`config.mk`:
```
export PLATFORM = sky130hd
export DESIGN_NAME = voice_message_playback_controller_core
export DESIGN_NICKNAME = d
export VERILOG_FILES = /design/src/rtl/core/vmp_pkg.sv /design/src/rtl/core/vmp_csr.sv /design/src/rtl/core/vmp_engine.sv /design/src/rtl/core/voice_message_playback_controller_core.sv
export SDC_FILE = /design/constraint.sdc
export NUM_CORES = 1
export LEC_CHECK = 0
export BUFFER_PORTS_ARGS = -buffer_cell sky130_fd_sc_hd__buf_4
export CORE_MARGIN = 2
export CORE_UTILIZATION = 40
export CTS_CLUSTER_SIZE = 25
export DETAILED_ROUTE_END_ITERATION = 6
export GPL_ROUTABILITY_DRIVEN = 0
export PLACE_DENSITY = 0.61
export SLEW_MARGIN = 10
export SYNTH_ARGS = -nofsm -noshare
export SYNTH_HDL_FRONTEND = slang
export SYNTH_HIERARCHICAL = 1
export SYNTH_SLANG_ARGS = --single-unit
```
`constraint.sdc`:
```
create_clock -name clock -period 9.2 [get_ports clock]
set_input_delay 0.46 -clock clock [delete_from_list [all_inputs] [get_ports clock]]
set_output_delay 0.46 -clock clock [all_outputs]
set_load 0.02 [all_outputs]
```
`src/rtl/core/vmp_pkg.sv`:
```
`default_nettype none

package vmp_pkg;

   localparam int ADDR_W      = 24;
   localparam int WAIT_W      = 24;
   localparam int DEB_W       = 16;
   localparam int PWM_W       = 8;
   localparam int BLINK_W     = 16;
   localparam int TRACK_SEL_W = 2;
   localparam int MODE_W      = 2;
   localparam int MAX_TRACKS  = 3;
   localparam int CSR_INDEX_W = 3;
   localparam int CSR_DATA_W  = 24;

   typedef enum logic [CSR_INDEX_W-1:0] {
      CSR_TRACK0_START  = 3'd0,
      CSR_TRACK0_LENGTH = 3'd1,
      CSR_TRACK1_START  = 3'd2,
      CSR_TRACK1_LENGTH = 3'd3,
      CSR_TRACK2_START  = 3'd4,
      CSR_TRACK2_LENGTH = 3'd5,
      CSR_WAIT_TICKS    = 3'd6,
      CSR_DEBOUNCE      = 3'd7
   } csr_index_type;

   typedef enum logic [2:0] {
      MODE_STOPPED = 3'b001,
      MODE_RUNNING = 3'b010,
      MODE_WAITING = 3'b100
   } mode_type;

   localparam logic [MODE_W-1:0] MODE_CODE_STOPPED = 2'd0;
   localparam logic [MODE_W-1:0] MODE_CODE_RUNNING = 2'd1;
   localparam logic [MODE_W-1:0] MODE_CODE_WAITING = 2'd2;

   localparam logic [ADDR_W-1:0] TRACK_START_RESET [MAX_TRACKS] =
      '{24'd0, 24'd380250, 24'd696041};
   localparam logic [ADDR_W-1:0] TRACK_LENGTH_RESET [MAX_TRACKS] =
      '{24'd380250, 24'd315791, 24'd186131};
   localparam logic [WAIT_W-1:0] WAIT_TICKS_RESET = 24'd120000;
   localparam logic [DEB_W-1:0]  DEBOUNCE_RESET   = 16'd4000;

   typedef struct packed {
      logic [WAIT_W-1:0] wait_ticks;
      logic [DEB_W-1:0]  debounce_ticks;
   } cfg_type;

   typedef struct packed {
      logic [ADDR_W-1:0] start;
      logic [ADDR_W-1:0] length;
   } seek_type;

   typedef struct packed {
      logic              start_pressed;
      logic              next_pressed;
      logic [PWM_W-1:0]  sample_data;
   } item_type;

   typedef struct packed {
      logic [PWM_W-1:0]  pwm_duty;
      logic              ptt_on;
      logic              busy_led;
      logic              blink_led;
      logic [ADDR_W-1:0] read_address;
      logic [MODE_W-1:0] mode;
   } result_type;

endpackage

`default_nettype wire

```
`src/rtl/core/vmp_csr.sv`:
```
`default_nettype none

module vmp_csr
   import vmp_pkg::*;
#(
   parameter int TRACK_COUNT = 3
) (
   input  wire logic                   clock,
   input  wire logic                   reset,
   input  wire logic                   csr_valid,
   input  wire logic [CSR_INDEX_W-1:0] csr_index,
   input  wire logic [CSR_DATA_W-1:0]  csr_data,
   input  wire logic [TRACK_SEL_W-1:0] track_sel,
   output cfg_type                     cfg,
   output seek_type                    seek
);

   logic [ADDR_W-1:0] start_ff  [TRACK_COUNT];
   logic [ADDR_W-1:0] length_ff [TRACK_COUNT];
   logic [WAIT_W-1:0] wait_ff;
   logic [DEB_W-1:0]  debounce_ff;

   for (genvar t = 0; t < TRACK_COUNT; t++) begin : g_track
      always_ff @(posedge clock) begin
         if (reset) begin
            start_ff[t]  <= TRACK_START_RESET[t];
            length_ff[t] <= TRACK_LENGTH_RESET[t];
         end else if (csr_valid) begin
            if (csr_index == CSR_INDEX_W'(2 * t)) begin
               start_ff[t] <= csr_data[ADDR_W-1:0];
            end
            if (csr_index == CSR_INDEX_W'(2 * t + 1)) begin
               length_ff[t] <= csr_data[ADDR_W-1:0];
            end
         end
      end
   end

   always_ff @(posedge clock) begin
      if (reset) begin
         wait_ff     <= WAIT_TICKS_RESET;
         debounce_ff <= DEBOUNCE_RESET;
      end else if (csr_valid) begin
         if (csr_index == CSR_WAIT_TICKS) begin
            wait_ff <= csr_data[WAIT_W-1:0];
         end
         if (csr_index == CSR_DEBOUNCE) begin
            debounce_ff <= csr_data[DEB_W-1:0];
         end
      end
   end

   // A selection beyond the stored tracks falls back to track 0.
   always_comb begin
      seek.start  = start_ff[0];
      seek.length = length_ff[0];
      for (int i = 1; i < TRACK_COUNT; i++) begin
         if (track_sel == TRACK_SEL_W'(i)) begin
            seek.start  = start_ff[i];
            seek.length = length_ff[i];
         end
      end
   end

   assign cfg.wait_ticks     = wait_ff;
   assign cfg.debounce_ticks = debounce_ff;

endmodule

`default_nettype wire

```
`src/rtl/core/vmp_engine.sv`:
```
`default_nettype none

module vmp_engine
   import vmp_pkg::*;
#(
   parameter int TRACK_COUNT = 3
) (
   input  wire logic                   clock,
   input  wire logic                   reset,
   input  wire logic                   advance,
   input  wire item_type               item,
   input  wire cfg_type                cfg,
   input  wire seek_type               seek,
   output logic [TRACK_SEL_W-1:0]      track_sel,
   output result_type                  result
);

   mode_type               mode_ff, mode_in;
   logic [TRACK_SEL_W-1:0] track_ff, track_in;
   logic [ADDR_W-1:0]      addr_ff, addr_in;
   logic [ADDR_W-1:0]      left_ff, left_in;
   logic [ADDR_W-1:0]      left_dec;
   logic [WAIT_W-1:0]      wait_ff, wait_in;
   logic [DEB_W-1:0]       db_start_ff, db_start_in;
   logic [DEB_W-1:0]       db_next_ff, db_next_in;
   logic                   lock_start_ff, lock_start_in;
   logic                   lock_next_ff, lock_next_in;
   logic                   phase_ff, phase_in;
   logic [BLINK_W-1:0]     blink_ff, blink_in;
   logic [PWM_W-1:0]       pwm_ff, pwm_in;
   logic                   playing_ff, playing_in;
   logic [TRACK_SEL_W:0]   track_inc;

   assign track_inc = {1'b0, track_ff} + (TRACK_SEL_W + 1)'(1);
   assign left_dec  = (left_ff != '0) ? left_ff - ADDR_W'(1) : left_ff;

   always_comb begin
      mode_in       = mode_ff;
      track_in      = track_ff;
      addr_in       = addr_ff;
      left_in       = left_ff;
      wait_in       = wait_ff;
      db_start_in   = db_start_ff;
      db_next_in    = db_next_ff;
      lock_start_in = lock_start_ff;
      lock_next_in  = lock_next_ff;
      pwm_in        = pwm_ff;
      playing_in    = playing_ff;
      blink_in      = blink_ff + BLINK_W'(1);
      phase_in      = !phase_ff;

      if (phase_ff) begin
         unique case (mode_ff)
            MODE_RUNNING: begin
               pwm_in  = item.sample_data;
               addr_in = addr_ff + ADDR_W'(1);
               left_in = left_dec;
               if (left_dec == '0) begin
                  addr_in    = seek.start;
                  left_in    = seek.length;
                  mode_in    = MODE_WAITING;
                  wait_in    = cfg.wait_ticks;
                  playing_in = 1'b0;
               end
            end
            MODE_WAITING: begin
               if (wait_ff <= WAIT_W'(1)) begin
                  wait_in    = '0;
                  mode_in    = MODE_RUNNING;
                  playing_in = 1'b1;
               end else begin
                  wait_in = wait_ff - WAIT_W'(1);
               end
            end
            MODE_STOPPED: begin
            end
            default: begin
            end
         endcase
         if (db_start_ff != '0) begin
            db_start_in = db_start_ff - DEB_W'(1);
         end
         if (db_next_ff != '0) begin
            db_next_in = db_next_ff - DEB_W'(1);
         end
      end

      if (db_start_in == '0) begin
         if (item.start_pressed) begin
            if (!lock_start_ff) begin
               db_start_in   = cfg.debounce_ticks;
               lock_start_in = 1'b1;
               if (mode_in == MODE_STOPPED) begin
                  playing_in = 1'b1;
                  mode_in    = MODE_RUNNING;
                  addr_in    = seek.start;
                  left_in    = seek.length;
               end else begin
                  mode_in    = MODE_STOPPED;
                  playing_in = 1'b0;
               end
            end
         end else begin
            lock_start_in = 1'b0;
         end
      end

      if (db_next_in == '0) begin
         if (item.next_pressed) begin
            if (!lock_next_ff) begin
               db_next_in   = cfg.debounce_ticks;
               lock_next_in = 1'b1;
               if (track_inc >= (TRACK_SEL_W + 1)'(TRACK_COUNT)) begin
                  track_in = '0;
               end else begin
                  track_in = track_inc[TRACK_SEL_W-1:0];
               end
            end
         end else begin
            lock_next_in = 1'b0;
         end
      end
   end

   always_ff @(posedge clock) begin
      if (reset) begin
         mode_ff       <= MODE_STOPPED;
         track_ff      <= '0;
         addr_ff       <= TRACK_START_RESET[0];
         left_ff       <= TRACK_LENGTH_RESET[0];
         wait_ff       <= '0;
         db_start_ff   <= '0;
         db_next_ff    <= '0;
         lock_start_ff <= 1'b0;
         lock_next_ff  <= 1'b0;
         phase_ff      <= 1'b0;
         blink_ff      <= '0;
         pwm_ff        <= '0;
         playing_ff    <= 1'b0;
      end else if (advance) begin
         mode_ff       <= mode_in;
         track_ff      <= track_in;
         addr_ff       <= addr_in;
         left_ff       <= left_in;
         wait_ff       <= wait_in;
         db_start_ff   <= db_start_in;
         db_next_ff    <= db_next_in;
         lock_start_ff <= lock_start_in;
         lock_next_ff  <= lock_next_in;
         phase_ff      <= phase_in;
         blink_ff      <= blink_in;
         pwm_ff        <= pwm_in;
         playing_ff    <= playing_in;
      end
   end

   assign track_sel = track_ff;

   always_comb begin
      result.pwm_duty     = pwm_in;
      result.ptt_on       = playing_in;
      result.busy_led     = playing_in;
      result.blink_led    = blink_in[BLINK_W-1];
      result.read_address = addr_in;
      unique case (mode_in)
         MODE_STOPPED: result.mode = MODE_CODE_STOPPED;
         MODE_RUNNING: result.mode = MODE_CODE_RUNNING;
         MODE_WAITING: result.mode = MODE_CODE_WAITING;
         default:      result.mode = MODE_CODE_STOPPED;
      endcase
   end

endmodule

`default_nettype wire

```
`src/rtl/core/voice_message_playback_controller_core.sv`:
```
`default_nettype none

// Voice message playback controller. Each request transaction is one timer tick carrying
// the two button levels and the memory byte at the read address of the previous response;
// each tick yields exactly one response transaction with the PWM value, PTT, LEDs, the next
// read address and the mode. A tick is held in an input register, evaluated combinationally
// against the controller state and placed in an output register, so one tick is taken per
// clock unless the response side stalls; the output register lets a new tick enter while
// the previous response is still stalled. The user must write track start and length,
// wait period and debounce time via the csr port only with no tick in flight; not enforced.
module voice_message_playback_controller_core
   import vmp_pkg::*;
#(
   parameter int TRACK_COUNT = 3
) (
   input  wire logic                   clock,
   input  wire logic                   reset,

   input  wire logic                   req_valid,
   output logic                        req_stall,
   input  wire logic                   req_start_pressed,
   input  wire logic                   req_next_pressed,
   input  wire logic [PWM_W-1:0]       req_sample_data,

   output logic                        rsp_valid,
   input  wire logic                   rsp_stall,
   output logic [PWM_W-1:0]            rsp_pwm_duty,
   output logic                        rsp_ptt_on,
   output logic                        rsp_busy_led,
   output logic                        rsp_blink_led,
   output logic [ADDR_W-1:0]           rsp_read_address,
   output logic [MODE_W-1:0]           rsp_mode,

   input  wire logic                   csr_valid,
   output logic                        csr_ready,
   input  wire logic [CSR_INDEX_W-1:0] csr_index,
   input  wire logic [CSR_DATA_W-1:0]  csr_data
);

   item_type               item_ff;
   logic                   item_valid_ff;
   result_type             result_ff;
   logic                   result_valid_ff;
   result_type             result;
   cfg_type                cfg;
   seek_type               seek;
   logic [TRACK_SEL_W-1:0] track_sel;
   logic                   advance;
   logic                   accept;

   assign advance   = item_valid_ff && (!result_valid_ff || !rsp_stall);
   assign req_stall = item_valid_ff && !advance;
   assign accept    = req_valid && !req_stall;
   assign csr_ready = 1'b1;

   always_ff @(posedge clock) begin
      if (reset) begin
         item_valid_ff   <= 1'b0;
         result_valid_ff <= 1'b0;
      end else begin
         if (accept) begin
            item_valid_ff <= 1'b1;
         end else if (advance) begin
            item_valid_ff <= 1'b0;
         end
         if (advance) begin
            result_valid_ff <= 1'b1;
         end else if (!rsp_stall) begin
            result_valid_ff <= 1'b0;
         end
      end
   end

   always_ff @(posedge clock) begin
      if (accept) begin
         item_ff.start_pressed <= req_start_pressed;
         item_ff.next_pressed  <= req_next_pressed;
         item_ff.sample_data   <= req_sample_data;
      end
      if (advance) begin
         result_ff <= result;
      end
   end

   vmp_csr #(
      .TRACK_COUNT (TRACK_COUNT)
   ) u_csr (
      .clock     (clock),
      .reset     (reset),
      .csr_valid (csr_valid),
      .csr_index (csr_index),
      .csr_data  (csr_data),
      .track_sel (track_sel),
      .cfg       (cfg),
      .seek      (seek)
   );

   vmp_engine #(
      .TRACK_COUNT (TRACK_COUNT)
   ) u_engine (
      .clock     (clock),
      .reset     (reset),
      .advance   (advance),
      .item      (item_ff),
      .cfg       (cfg),
      .seek      (seek),
      .track_sel (track_sel),
      .result    (result)
   );

   assign rsp_valid        = result_valid_ff;
   assign rsp_pwm_duty     = result_ff.pwm_duty;
   assign rsp_ptt_on       = result_ff.ptt_on;
   assign rsp_busy_led     = result_ff.busy_led;
   assign rsp_blink_led    = result_ff.blink_led;
   assign rsp_read_address = result_ff.read_address;
   assign rsp_mode         = result_ff.mode;

endmodule

`default_nettype wire
```
Word-level counts from Yosys, hierarchy flattened
Memory sizes are Yosys's and may differ from the RTL's.
Cells that the tools add are included.
{"block": "word_totals", "register_bits": 225, "ramBits": 144, "in_bits": 42, "output_inout_bits": 40, "elab_cells": 171, "n_memories": 2}
{"name": "u_csr.length_ff", "depth": 3, "word_bits": 24, "read_ports": 3, "rd_ports_with_merged_regs": 0, "write_ports": 3, "line": "vmp_csr.sv:19", "text": "logic [ADDR_W-1:0] length_ff [TRACK_COUNT];"}
{"name": "u_csr.start_ff", "depth": 3, "word_bits": 24, "read_ports": 3, "rd_ports_with_merged_regs": 0, "write_ports": 3, "line": "vmp_csr.sv:18", "text": "logic [ADDR_W-1:0] start_ff [TRACK_COUNT];"}
{"block": "op_classes", "n_addsub": 7, "n_lt_le_gt_ge": 2, "eq_ne": 16, "mux": 88, "bitwise": 7, "n_reduce_logical": 24}
{"op": "2-to-1 mux 24 bit", "count": 23}
{"op": "2-to-1 mux 16 bit", "count": 10}
{"op": "2-to-1 mux 48 bit", "count": 2}
{"op": "one-hot mux 24 bit (2 select lines)", "count": 1}
{"op": "subtractor 24 x 1 -> 24 bit, second input constant", "count": 2}
{"op": "2-to-1 mux 1 bit", "count": 39}
{"op": "logical NOT 16 bit", "count": 2}
{"op": "nonzero test 16 bit", "count": 2}
{"op": "subtractor 16 x 1 -> 16 bit, second input constant", "count": 2}
{"op": "adder 24 x 1 -> 24 bit, second input constant", "count": 1}
{"op": "less-or-equal comparator 24 x 1 -> 1 bit, second input constant", "count": 1}
{"op": "logical NOT 24 bit", "count": 1}
{"op": "nonzero test 24 bit", "count": 1}
{"op": "== test 3 bit, second input constant", "count": 6}
{"op": "2-to-1 mux 3 bit", "count": 6}
{"op": "adder 16 x 1 -> 16 bit, second input constant", "count": 1}
{"op": "2-to-1 mux 8 bit", "count": 2}
{"op": "== test 3 x 2 -> 1 bit, second input constant", "count": 4}
{"op": "AND reduction 2 bit", "count": 4}
{"op": "AND reduction 4 bit", "count": 2}
{"op": "== test 3 x 1 -> 1 bit, second input constant", "count": 2}
{"op": "OR 1 bit", "count": 6}
{"op": "one-hot mux 3 bit (2 select lines)", "count": 1}
{"op": "logical NOT 1 bit", "count": 5}
{"op": "13 further kinds", "count": 18}

Depth between registers and ports, before layout
Gate-level depths: netlist (run 1).
{"block": "depth", "word_depth": 13, "mapped_depth": 14, "depth_no_buf": 11}

Hierarchy
The synthesis (run 1) kept the hierarchy.
{"module": "vmp_engine", "instances": 1, "cells_each": 1221, "area_per_inst_um2": 9053.7, "seq_area_each_um2": 2742.6}
{"module": "vmp_csr", "instances": 1, "cells_each": 668, "area_per_inst_um2": 8742.1, "seq_area_each_um2": 5124.9}
{"module": "voice_message_playback_controller_core", "instances": 1, "cells_each": 59, "area_per_inst_um2": 1508.9, "seq_area_each_um2": 1451.4}

Worst setup path before layout (run 1)
OpenSTA, ideal clock, no wires.
{"block": "synth_timing", "path_kind": "input to register", "startpoint": "input rsp_stall", "endpoint": "register u_engine.left_ff[7]", "setup_ns": 0.059, "arrival_time_ns": 5.017, "required_time_ns": 9.141, "slack_ns": 4.124, "path_stages": 7, "path_buffers": 0, "path_cell_list": "a21boi_0 inv_1 nor2_1 o31ai_1 a311o_1 a21oi_1 a221o_1"}
{"block": "synth_via", "elab_chain_len": 3}
{"element": "from (decl)", "line": "voice_message_playback_controller_core.sv:26", "text": "input wire logic rsp_stall,"}
{"element": "logical NOT 1 bit"}
{"element": "logical OR 1 bit", "line": "voice_message_playback_controller_core.sv:51", "text": "assign advance = item_valid_ff && (!result_valid_ff || !rsp_stall);"}
{"element": "logical AND 1 bit", "line": "voice_message_playback_controller_core.sv:51"}
{"element": "to (signal assigned)", "line": "vmp_engine.sv:130", "text": "left_ff <= TRACK_LENGTH_RESET[0];"}
{"element": "to (signal assigned)", "line": "vmp_engine.sv:144", "text": "left_ff <= left_in;"}
{"element": "to (decl)", "line": "vmp_engine.sv:21", "text": "logic [ADDR_W-1:0] left_ff, left_in;"}
Every way passes these cells.
A chain may end at the register's enable or synchronous reset.

==> impl_metrics.ini, run 1 <==
[status]
outcome = finished, final reports clean

[floorplanning]
rows = 80
ioPinCount = 82
start_util_pct = 40.5
die-width_um = 224
die_h_um = 224
design.core.area_um2 = 47600
die_area_um2 = 50000

[yosys]
synth_cell_type_count = 93
syn_avg_cell_area_um2 = 9.91
yosysWarnings = 6
yosys.area_share.simple_pct = 21.3
netlist_area_um2 = 19300
muxShareOfSynthArea_pct = 11.1
synthCells = 1948
synth_top_flop_cell = edfxtp_1
synth-edff-count = 191
synth_fa_ha_area_share_pct = 0.583
synth_compound_area_share_pct = 12.2
synth_nets = 1999
ys_seq_elements = 370
synthArstFlopShare_pct = 0
synth-xor-area-share_pct = 2.27
synth_top_family_by_area = simple AND/OR/NAND/NOR gates
ys_seq_area_share_pct = 48.3

[power]
power_leakage_uw = 0.00752
peakVddDrop_mv = 0.112
powerDensity_nw_per_um2 = 200

[setup_path]
worst_setup_path_end_kind = flop
cp_max_fo = 23
crit_family = simple AND/OR/NAND/NOR gates
worst_ep_required_time_ns = 9.66
slowest_stage = a2111oi_0
crit_chain = inv_1, ha_1, nand4bb_1, a2111oi_0, xnor2_1, o2111ai_1, or4_1, or3_4, nand2_4, mux2_2, a22o_1
slowest_delay_ns = 0.74
criticalPathCategory = flop to flop
cp-start-kind = flop
crit_buf_inv = 1
worstPathArrival_ns = 4.75
rrSetupSlack_ns = 4.90

[sta]
tns_ns = 0
rsz0062_at_grt = no
period_share_pct = 46.7
relSlewSlack_pct = 20.6
worst_pin_slew_ns = 1.19
setup_slack_ns = 4.90
finalHoldViolations = 0
skew_ns = 0.0163
fin_crit_ns = 4.30
fmax_ghz = 0.233
setup_viol = 0
slew_violations = 0

[min_path]
min_path_type = input pin to flop

[route]
avgRoutedWirePerCell_um = 20.7
num_vias = 15200
routed_wirelength_um = 53700
post_drt_via_cell_ratio = 5.84
ant_nets = 0
route.detailed.drc = 0
dr.first_iter.drc_count = 1348
firstDrtPassIters = 5

[cts]
cts.htree.levels = 2
path_clk_slew_ns = 0.06
holdBufCountCts = 0
cts-root-buf = clkbuf_16
cts_inserted_buffers = 42
cts_max_path_buffers = 3
cts-resized-gates = 0
cts_sinks = 370
post_cts_buffers = 0
cts_tree = done
worstSkewPairLatency_ns = 0.58

[grt]
track_usage_pct = 21.0
globalRouteOverflowTotal = 0
grt_pass1_wl_um = 82800
antenna_found_initial = 1
grt_max_degree = 100
first_global_vias = 14300

[finish]
final_core_util_pct = 45.2
fillers = 4494
drive_gt1_share_pct = 11.3
diodes = 0
nNetsFinal = 1999
areaGrowthSynthToFinish_pct = 11.6

[run]
maxCapViolCount = 0

[place]
pre_cts_slack_ns = 4.99
port_buffers = 80
post-dp-hpwl_um = 34800
==> cell families (layout without fill, tap and decap cells) <==
kind of cell,Yosys count,in the layout
compound gates,354,354
mux,208,208
fa+ha+maj,9,9
flops,370,370
other cells,1,1
buf+inv,179,213
simple gates,777,777
xor+xnor,50,50
==> stage by stage <==
step / power [uW] / cell area (um^2) / hold WS [ns] / instances
final: 4320 / 21500 / 0.0708 / 2597
after global routing: 4480 / 21500 / 0.0488 / 2597
after CTS: 4340 / 21500 / 0.0425 / 2596
after detailed placement: 2670 / 20200 / 0.457 / 2518
after global placement: 2660 / 20200 / 0.457 / 2518
after floorplan: 2470 / 19300 / 0.442 / 1948
==> state kept, by name, indices dropped and copies added (netlist names), 10 cells and up <==
signal,cells
u_csr/length_ff,72
u_csr/start_ff,72
rsp_read_address,24
u_csr/wait_ff,24
u_engine/addr_ff,24
u_engine/left_ff,24
u_engine/wait_ff,24
u_csr/debounce_ff,16
u_engine/blink_ff,16
u_engine/db_next_ff,16
u_engine/db_start_ff,16
item_ff,10
==> cell usage after synthesis (7+ instances only) <==
master,instances,area share (%)
a211oi_1,15,0.58
a21o_1,13,0.51
a21oi_1,94,2.4
a221oi_1,9,0.41
a22o_1,22,1.0
a22oi_1,10,0.39
a311oi_1,8,0.36
a31oi_1,7,0.23
and2_1,7,0.23
and3_1,101,3.3
and4_1,7,0.32
buf_2,28,0.73
buf_4,11,0.43
buf_6,7,0.41
clkbuf_1,93,1.8
dfxtp_1,179,19
edfxtp_1,191,30
ha_1,9,0.58
inv_1,32,0.62
mux2_4,10,0.78
mux2i_1,192,10
nand2_1,129,2.5
nand2b_1,60,1.9
nand3_1,40,1.0
nand4_1,16,0.52
nor2_1,187,3.6
nor2b_1,10,0.32
nor3_1,59,1.5
nor4_1,23,0.75
o211ai_1,9,0.35
o21a_1,9,0.35
o21ai_0,66,1.7
o22ai_1,10,0.32
o31ai_1,17,0.66
o41ai_1,8,0.36
or2_2,14,0.45
or3_1,68,2.2
or4_1,17,0.66
xnor2_1,28,1.3
xor2_1,22,1.0
==> layout make-up <==
cell class | count | area [um^2] | share of cell area, %
inverters | 33 | 124 | 0.575
repair buffers | 102 | 773 | 3.59
clock buffers | 60 | 1180 | 5.48
multi-input cells | 1399 | 9200 | 42.7
flip-flops and latches | 370 | 9320 | 43.3
clock inverters | 18 | 180 | 0.836
well taps | 615 | 769 | 3.57
==> per-layer routing <==
layer | wire length (um) | global-route usage (%)
met5 | 0 | 0
met4 | 1220 | 6.45
met3 | 3310 | 3.82
met2 | 24200 | 33.0
met1 | 25000 | 29.5
==> power by group <==
| group | switching (uW) | internal, uW | leakage, uW |
|---|---|---|---|
| combinational | 456 | 269 | 0.00354 |
| sequential | 81.4 | 1850 | 0.00331 |
| clock | 686 | 979 | 0.000667 |
==> layout by cell type, fill, tap and decap left out, types with 9 or more instances in the layout <==
cell type / netlist / layout
xor2_1: 22 / 22
a211oi_1: 15 / 15
nand2_1: 129 / 129
o31ai_1: 17 / 17
or2_2: 14 / 14
o21a_1: 9 / 9
o21ai_0: 66 / 65
or4_1: 17 / 17
a22oi_1: 10 / 10
buf_4: 11 / 101
dfxtp_1: 179 / 177
nor4_1: 23 / 23
nor2b_1: 10 / 9
nand2b_1: 60 / 60
clkbuf_1: 93 / 13
xnor2_1: 28 / 28
o211ai_1: 9 / 9
mux2i_1: 192 / 192
nor2_1: 187 / 186
inv_1: 32 / 32
and3_1: 101 / 101
a21o_1: 13 / 13
ha_1: 9 / 9
nor3_1: 59 / 59
mux2_4: 10 / 10
nand4_1: 16 / 16
edfxtp_1: 191 / 191
o22ai_1: 10 / 10
a221oi_1: 9 / 9
a22o_1: 22 / 22
a21oi_1: 94 / 94
or3_1: 68 / 68
clkbuf_16: 0 / 43
nand3_1: 40 / 40
==> path summary, 6_finish.rpt <==
path,startpoint,to,cells after the start
max,u_engine/db_start_ff[0]$_SDFFE_PP0P_,u_engine/addr_ff[22]$_SDFFE_PP0P_,11
min,req_sample_data[6],item_ff[6]$_DFFE_PP_,1
max reg2reg,u_engine/db_start_ff[0]$_SDFFE_PP0P_,u_engine/addr_ff[22]$_SDFFE_PP0P_,11
min reg2reg,u_engine/wait_ff[15]$_SDFFE_PP0P_,u_engine/wait_ff[15]$_SDFFE_PP0P_,2
No activity file was read; power rests on OpenSTA's default activity.
==> run 2, diff against run 1 <==
Clock period 9.2 ns to 4.03 ns, I/O delays scaled along.
==> run 2 against run 1 <==
  * Worst hold slack better by 0.033 ns
  * Flip-flop and latch count stayed put
  * Critical path type unchanged
  * Register-to-register slack got worse by 4.8 ns
  * Largest power group unchanged
  * Setup slack worse by 4.8 ns
  * Fmax is 10% higher
  * Die area stayed put
==> impl_metrics.ini, run 2 (same netlist as run 1, synthesis figures left out) <==
[setup_path]
slowest_stage = or4_4
crit_buf_inv = 1
crit_family = simple AND/OR/NAND/NOR gates
r2r.worst_path.cells = 11
worstPathArrival_ns = 4.37
crit_chain = inv_1, ha_1, or3b_2, or2_1, nor4_1, mux2_2, a211o_1, or4_4, nand2_4, mux2_4, a22o_1
worstReg2RegEnd = u_engine/addr_ff[18]$_SDFFE_PP0P_
criticalPathCategory = flop to flop
rrSetupSlack_ns = 0.13
slowest_delay_ns = 0.64
cp_max_fo = 8
reg2reg_from = u_engine/left_ff[0]$_SDFFE_PP0P_
cp-start-kind = flop
worst_ep_required_time_ns = 4.50
worst_setup_path_end_kind = flop

[route]
route.detailed.drc = 0
dr.first_iter.drc_count = 1365
ant_nets = 0
num_vias = 15400
avgRoutedWirePerCell_um = 20.4
routed_wirelength_um = 54500
post_drt_via_cell_ratio = 5.79
firstDrtPassIters = 6

[place]
post-dp-hpwl_um = 35600
post-place-cells = 2551
post_dp_cell_area_um2 = 20400
port_buffers = 80

[floorplanning]
die_area_um2 = 50000
start_util_pct = 40.5
die_h_um = 224
design.core.area_um2 = 47600
die-width_um = 224
ioPinCount = 82
rows = 80

[cts]
cts_max_path_buffers = 3
post_cts_buffers = 0
path_clk_slew_ns = 0.06
cts_sinks = 370
cts_inserted_buffers = 42
worstSkewPairLatency_ns = 0.60
cts-root-buf = clkbuf_16
cts.htree.levels = 2
cts_tree = done

[min_path]
min_path_type = input pin to flop
min_from = reset
hold_end = rsp_valid$_SDFFE_PP0P_
hold_depth = 2

[sta]
relSlewSlack_pct = 19.6
setup_viol = 0
skew_ns = 0.0232
slew_violations = 0
fmax_ghz = 0.257
finalHoldViolations = 0
tns_ns = 0
fin_crit_ns = 3.90
period_share_pct = 96.7
rsz0062_at_grt = no
worst_pin_slew_ns = 1.21

[finish]
diodes = 0
final_core_util_pct = 46.6
final_cell_mix = mux2i_1 (192), edfxtp_1 (191), nor2_1 (186), dfxtp_1 (177), buf_4 (132)
nNetsFinal = 2069
layout.cells.non_filler = 2665
final_common_cell = mux2i_1
stdcell_area_um2 = 22200
top_regs = u_csr/length_ff x72, u_csr/start_ff x72
drive_gt1_share_pct = 12.6
fillers = 4412
areaGrowthSynthToFinish_pct = 15.1

[grt]
first_global_vias = 14500
grt_pass1_wl_um = 83300
track_usage_pct = 21.2
globalRouteOverflowTotal = 0
antenna_found_initial = 2
grt_max_degree = 91

[power]
peakVddDrop_mv = 0.308
power_uw = 10000
powerDensity_nw_per_um2 = 451
power_leakage_uw = 0.00783

[run]
maxCapViolCount = 0

[status]
outcome = finished, final reports clean
[run 2: what timing repair did]
action	in CTS	in global routing
gates resized for setup	0	4
endpoints found under the setup margin	0	21
endpoints found under the hold margin	150	0
hold buffers	37	0
[run 2: worst max path at each step]
stage / start / end / slack [ns] / cells after the start
after floorplan: u_engine/left_ff[0]$_SDFFE_PP0P_ / u_engine/addr_ff[14]$_SDFFE_PP0P_ / 0.22 / 13
after global placement: u_engine/left_ff[0]$_SDFFE_PP0P_ / u_engine/addr_ff[23]$_SDFFE_PP0P_ / 0.13 / 11
after detailed placement: u_engine/left_ff[0]$_SDFFE_PP0P_ / u_engine/addr_ff[22]$_SDFFE_PP0P_ / 0.06 / 11
after CTS: u_engine/left_ff[0]$_SDFFE_PP0P_ / u_engine/addr_ff[23]$_SDFFE_PP0P_ / 0.05 / 11
after global routing: u_engine/left_ff[0]$_SDFFE_PP0P_ / u_engine/left_ff[16]$_SDFFE_PP1P_ / 0.01 / 11
final: u_engine/left_ff[0]$_SDFFE_PP0P_ / u_engine/addr_ff[18]$_SDFFE_PP0P_ / 0.13 / 11
[run 2: routing by layer]
metal  up-vias  track usage, %  wire length (um)
li1       7315               -                 -
met3        72            4.25              3950
met4         0            6.11              1180
met5         -               0                 0
met2       505            33.4             24700
met1      7527            29.6             24600
[run 2: area by class of cell]
cell class | instances | area (um^2) | area share (%)
flip-flops and latches | 370 | 9320 | 42.0
multi-input cells | 1400 | 9220 | 41.5
repair buffers | 171 | 1400 | 6.31
clock buffers | 53 | 1110 | 5.01
well taps | 615 | 769 | 3.46
clock inverters | 23 | 260 | 1.17
inverters | 33 | 124 | 0.558
[run 2: metrics by stage]
| stage | setup WS [ns] | hold WS, ns |
|---|---|---|
| global placement | 0.129 | 0.382 |
| finish | 0.133 | 0.104 |
| detailed placement | 0.0598 | 0.381 |
| floorplan | 0.217 | 0.264 |
| global route | 0.00983 | 0.124 |
| CTS | 0.0489 | 0.0817 |
[run 2: report_power, final]
group | internal, uW | leakage [uW] | total, uW | switching, uW
clock network | 2240 | 0.000656 | 3860 | 1620
logic | 696 | 0.00386 | 1770 | 1070
registers | 4210 | 0.00331 | 4390 | 179
